[src/design/tkil_ram.sv]
// tkil_ram: generic single-write, single-read synchronous ram, registered read
// no dependencies
`default_nettype none

module tkil_ram #(
  parameter int WIDTH = 8,
  parameter int DEPTH = 16
) (
  input  wire logic                     clk,
  input  wire logic                     we,
  input  wire logic [$clog2(DEPTH)-1:0] waddr,
  input  wire logic [WIDTH-1:0]         wdata,
  input  wire logic [$clog2(DEPTH)-1:0] raddr,
  output logic      [WIDTH-1:0]         rdata
);

  logic [WIDTH-1:0] mem [DEPTH];

  always_ff @(posedge clk) begin
    if (we) begin
      mem[waddr] <= wdata;
    end
    rdata <= mem[raddr];
  end

endmodule

`default_nettype wire

[config.mk]
export PLATFORM = sky130hd
export DESIGN_NAME = tkil_ram
export DESIGN_NICKNAME = d
export VERILOG_FILES = /design/src/design/tkil_ram.sv
export SDC_FILE = /design/constraint.sdc
export NUM_CORES = 1
export LEC_CHECK = 0
export BUFFER_PORTS_ARGS = -buffer_cell sky130_fd_sc_hd__buf_4
export CORE_MARGIN = 10
export CORE_UTILIZATION = 40
export CTS_BUF_LIST = sky130_fd_sc_hd__clkbuf_8
export CTS_CLUSTER_SIZE = 10
export DETAILED_ROUTE_END_ITERATION = 8
export HOLD_SLACK_MARGIN = 0.05
export PLACE_DENSITY_LB_ADDON = 0.05
export SLEW_MARGIN = 30
export SYNTH_ARGS = -nofsm -noshare
export SYNTH_HDL_FRONTEND = slang
export SYNTH_SLANG_ARGS = --single-unit
[constraint.sdc]
create_clock -name clk -period 1.8 [get_ports clk]
set_input_delay 0.27 -clock clk [delete_from_list [all_inputs] [get_ports clk]]
set_output_delay 0.27 -clock clk [all_outputs]
set_load 0.01 [all_outputs]
Word level (Yosys, flattened, before mapping)
Memories as Yosys holds them, arrays and structs flattened. A register that Yosys moved wholly into a read port is not among the register bits.
Index checks and enable logic that the tools add are counted.
{ "op_classes": {"n_mux": 2} }
{ "op_table": {"columns": ["cell", "count"], "rows": [
  ["1-bit 2-to-1 mux", 2]
]} }
{ "word_totals": {"regBits": 0, "ram_bits": 128, "input_bits": 18, "memories": 1} }
{ "memory_table": {"columns": ["name", "depth", "width", "read_ports", "rd_ports_with_merged_regs", "write_ports", "line_no", "rtl"], "rows": [
  ["mem", 16, 8, 1, 1, 1, "17", "logic [WIDTH-1:0] mem [DEPTH];"]
]} }

Logic depth before layout (Yosys ltp)
{ "depth": {"depth_word": 2, "ltp_mapped": 5, "ltp_nobuf": 3} }

Worst setup path before layout
No wires, ideal clock.
{ "synth_timing": {"path_type": "in2reg", "start": "input waddr[2]", "end": "memory mem[0][0] (enable)", "arrival_time_ns": 1.380, "required_ns": 1.417, "path_slack_ns": 0.037, "stages": 2, "n_path_buf": 0, "cell_sequence": "or3b_2 > nor3_1"} }
{ "synth_lines": {"columns": ["item", "line_no", "rtl"], "rows": [
  ["from (decl)", "11", "input wire logic [$clog2(DEPTH)-1:0] waddr,"],
  ["to (decl)", "17", null]
]} }
Straight into the memory's write port.

==> results.sh <==
export IMPL_gp_congestion=0.7213
export IMPL_numCtsBuffers=17
export IMPL_synth_area_leaders="edfxtp_1 75%, mux4_2 7.9%, mux4_1 7.1%"
export IMPL_hold_path_end="mem[7][4]$_DFFE_PP_"
export IMPL_first_pass_iters=4
export IMPL_syn_inst=229
export IMPL_cts_buffer_depth=2
export IMPL_grt_pass1_vias=2636
export IMPL_cts_resized=0
export IMPL_p_leak_nw=2.066
export IMPL_nets=303
export IMPL_regToRegSetupSlack_ns=0.35
export IMPL_initial_utilization_pct=40.79
export IMPL_drive_above_1_share_pct=30.64
export IMPL_ioPinCount=26
export IMPL_synth_distinct_cells=19
export IMPL_dp_hpwl_um=6909
export IMPL_drc=0
export IMPL_outcome="finished clean"
export IMPL_yosysSeqAreaShare_pct=77.78
export IMPL_drv_slew=0
export IMPL_cts_tree="yes"
export IMPL_syn_area_um2=5147
export IMPL_die_w_um=133.4
export IMPL_cts_reportedPaths_clkPinSlew_ns=0.07
export IMPL_setup_viol=0
export IMPL_p_per_area_nw_per_um2=1084
export IMPL_dieHeight_um=133.4
export IMPL_syn_avg_cell_area_um2=22.48
export IMPL_endpoint_kind="register"
export IMPL_avgRoutedWirePerCell_um=22.60
export IMPL_worst_pin_slew_ns=0.8232
export IMPL_cts_setup_buffers=0
export IMPL_vias_per_cell=5.134
export IMPL_worstSetupPathType="register to register"
export IMPL_vdd_drop_max_mv=0.6559
export IMPL_num_antenna_cells=0
export IMPL_ant_nets=0
export IMPL_ff2ff_path_depth=3
export IMPL_startpoint_type="register"
export IMPL_cts_hold_buf=0
export IMPL_synthToLayoutAreaGrowth_pct=18.52
export IMPL_worst_path_max_delay_cell="mux4_1"
export IMPL_hold_ws_ns=0.1418
export IMPL_syn_nets=247
export IMPL_holdCritStartpoint="wdata[4]"
export IMPL_synth_area_leader_cell="edfxtp_1"
export IMPL_r2r_end="rdata[0]$_DFF_P_"
export IMPL_placeableCoreArea_um2=12620
export IMPL_rsz0062_at_grt="no"
export IMPL_antenna_found_initial=0
export IMPL_hold_viol=0
export IMPL_grt_overflow_total=0
export IMPL_holdCritPathClass="primary input to register"
export IMPL_setup_tns_ns=0
export IMPL_critPathMaxStageDelay_ns=0.52
export IMPL_path_cells="mux4_1 -> a22oi_1 -> nand2_1"
export IMPL_slew_headroom_pct=45.01
export IMPL_track_usage_pct=12.75
export IMPL_cap_violations=0
export IMPL_period_minus_slack_ns=1.451
export IMPL_synth_warnings=0
export IMPL_routed_wl_um=10600
export IMPL_min_delay_path_depth=1
export IMPL_grt_max_degree=17
export IMPL_cpLargestDelayFamily="multiplexers"
export IMPL_cts_max_level=4
export IMPL_clock_sinks=136
export IMPL_portBuffers=25
export IMPL_cp_required_ns=2.11
export IMPL_rows=41
export IMPL_num_vias=2408
export IMPL_cp_max_fo=1
export IMPL_synth_top_area_share_pct=74.67
export IMPL_root_buffer="clkbuf_8"
export IMPL_skew_ns=0.005940
export IMPL_cp_data_arrival_time_ns=1.76
export IMPL_drt_initial_drc_count=143
export IMPL_ys_seq_elements=136
export IMPL_timing_rr_start="mem[1][0]$_DFFE_PP_"
export IMPL_cp_num_buf_inv=0
export IMPL_fmax_mhz=689.0
export IMPL_clk_latency_ns=0.43
export IMPL_fin_crit_sh_pct=80.63
export IMPL_die_area_um2=17810
export IMPL_grt_pass1_wl_um=16270
[cell usage after synthesis (all sizes together)]
cell type	count
nor3	4
edfxtp	128
buf	7
clkdlybuf4s25	3
nand3	1
a22oi	16
nand2b	2
and2	1
nand2	9
nand3b	2
dfxtp	8
and2b	1
nor2	13
nor2b	1
mux4	32
or3b	1
[where the power goes]
group	switching [mW]	leakage, nW	internal (mW)	total, mW
Clock	1.08	0.218	1.60	2.68
Combinational	0.198	0.624	0.175	0.373
Sequential	0.0214	1.22	3.54	3.56
Total	1.30	2.07	5.32	6.62
[placed cells by master (no fill, tap or decap)]
cell type | Yosys | routed
and2_1 | 1 | 1
nand3b_1 | 2 | 2
or3b_2 | 1 | 1
dfxtp_1 | 8 | 8
nand3_1 | 1 | 1
nand2_1 | 9 | 9
nor2_1 | 13 | 13
a22oi_1 | 16 | 16
clkbuf_8 | 0 | 17
nor3_1 | 4 | 4
edfxtp_1 | 128 | 128
buf_4 | 1 | 43
mux4_1 | 14 | 14
nand2b_1 | 2 | 2
mux4_2 | 18 | 18
clkinv_2 | 0 | 3
bufinv_16 | 0 | 5
and2b_1 | 1 | 1
clkinv_1 | 0 | 5
buf_12 | 0 | 4
inv_1 | 0 | 1
nor2b_1 | 1 | 1
[area by class of cell]
class | count | area, µm²
clock inverters | 14 | 187.7
repair buffers | 47 | 402.9
multi-input cells | 83 | 1057
clock buffers | 17 | 234.0
fillers | 1093 | 6519
well taps | 172 | 215.2
flip-flops and latches | 136 | 4004
[worst register-to-register path, stage by stage (launching register included)]
cell,delay [ns]
edfxtp_1,0.36
mux4_1,0.52
a22oi_1,0.34
nand2_1,0.11
[registers in the layout, indices dropped and copies added, names as in the netlist]
name	cells
mem	128
rdata	8
[kinds of logic after synthesis]
logic type,count (synthesis),synth area share (%)
AND/OR/NAND/NOR,35,3.184
flip-flops,136,77.78
multiplexers,32,15.02
buffers and inverters,10,1.677
AO/OA/AOI/OAI,16,2.334
[stage by stage]
step / std cells / total power [mW] / area [µm²] / util (%) / worst slack [ns]
3_3_place_gp: 438 / 4.013 / 5679 / 45.00 / 0.05332
3_5_place_dp: 438 / 4.014 / 5679 / 45.00 / 0.06499
4_1_cts: 469 / 6.697 / 6101 / 48.34 / 0.3021
6_report: 469 / 6.616 / 6101 / 48.34 / 0.3486
2_1_floorplan: 229 / 3.811 / 5147 / - / 0.03713
5_1_grt: 469 / 6.861 / 6101 / 48.34 / 0.2598
[worst max-delay path by stage]
stage                                   start             endpoint  depth (start not counted)
after CTS                 mem[1][0]$_DFFE_PP_     rdata[0]$_DFF_P_                          3
after global placement               raddr[0]     rdata[2]$_DFF_P_                          5
after floorplan                      waddr[2]  mem[0][0]$_DFFE_PP_                          2
after global routing      mem[1][0]$_DFFE_PP_     rdata[0]$_DFF_P_                          3
after detailed placement             raddr[0]     rdata[2]$_DFF_P_                          5
final                     mem[1][0]$_DFFE_PP_     rdata[0]$_DFF_P_                          3
[metal layers]
layer / up-vias / share of wire, % / track usage [%]
met5: - / 0 / 0
met4: 0 / 1.8 / 5.260
met3: 12 / 4.3 / 4.474
met2: 61 / 47 / 18.69
met1: 1256 / 47 / 16.89
li1: 1079 / - / -
No activity file was read; power rests on OpenSTA's default activity.
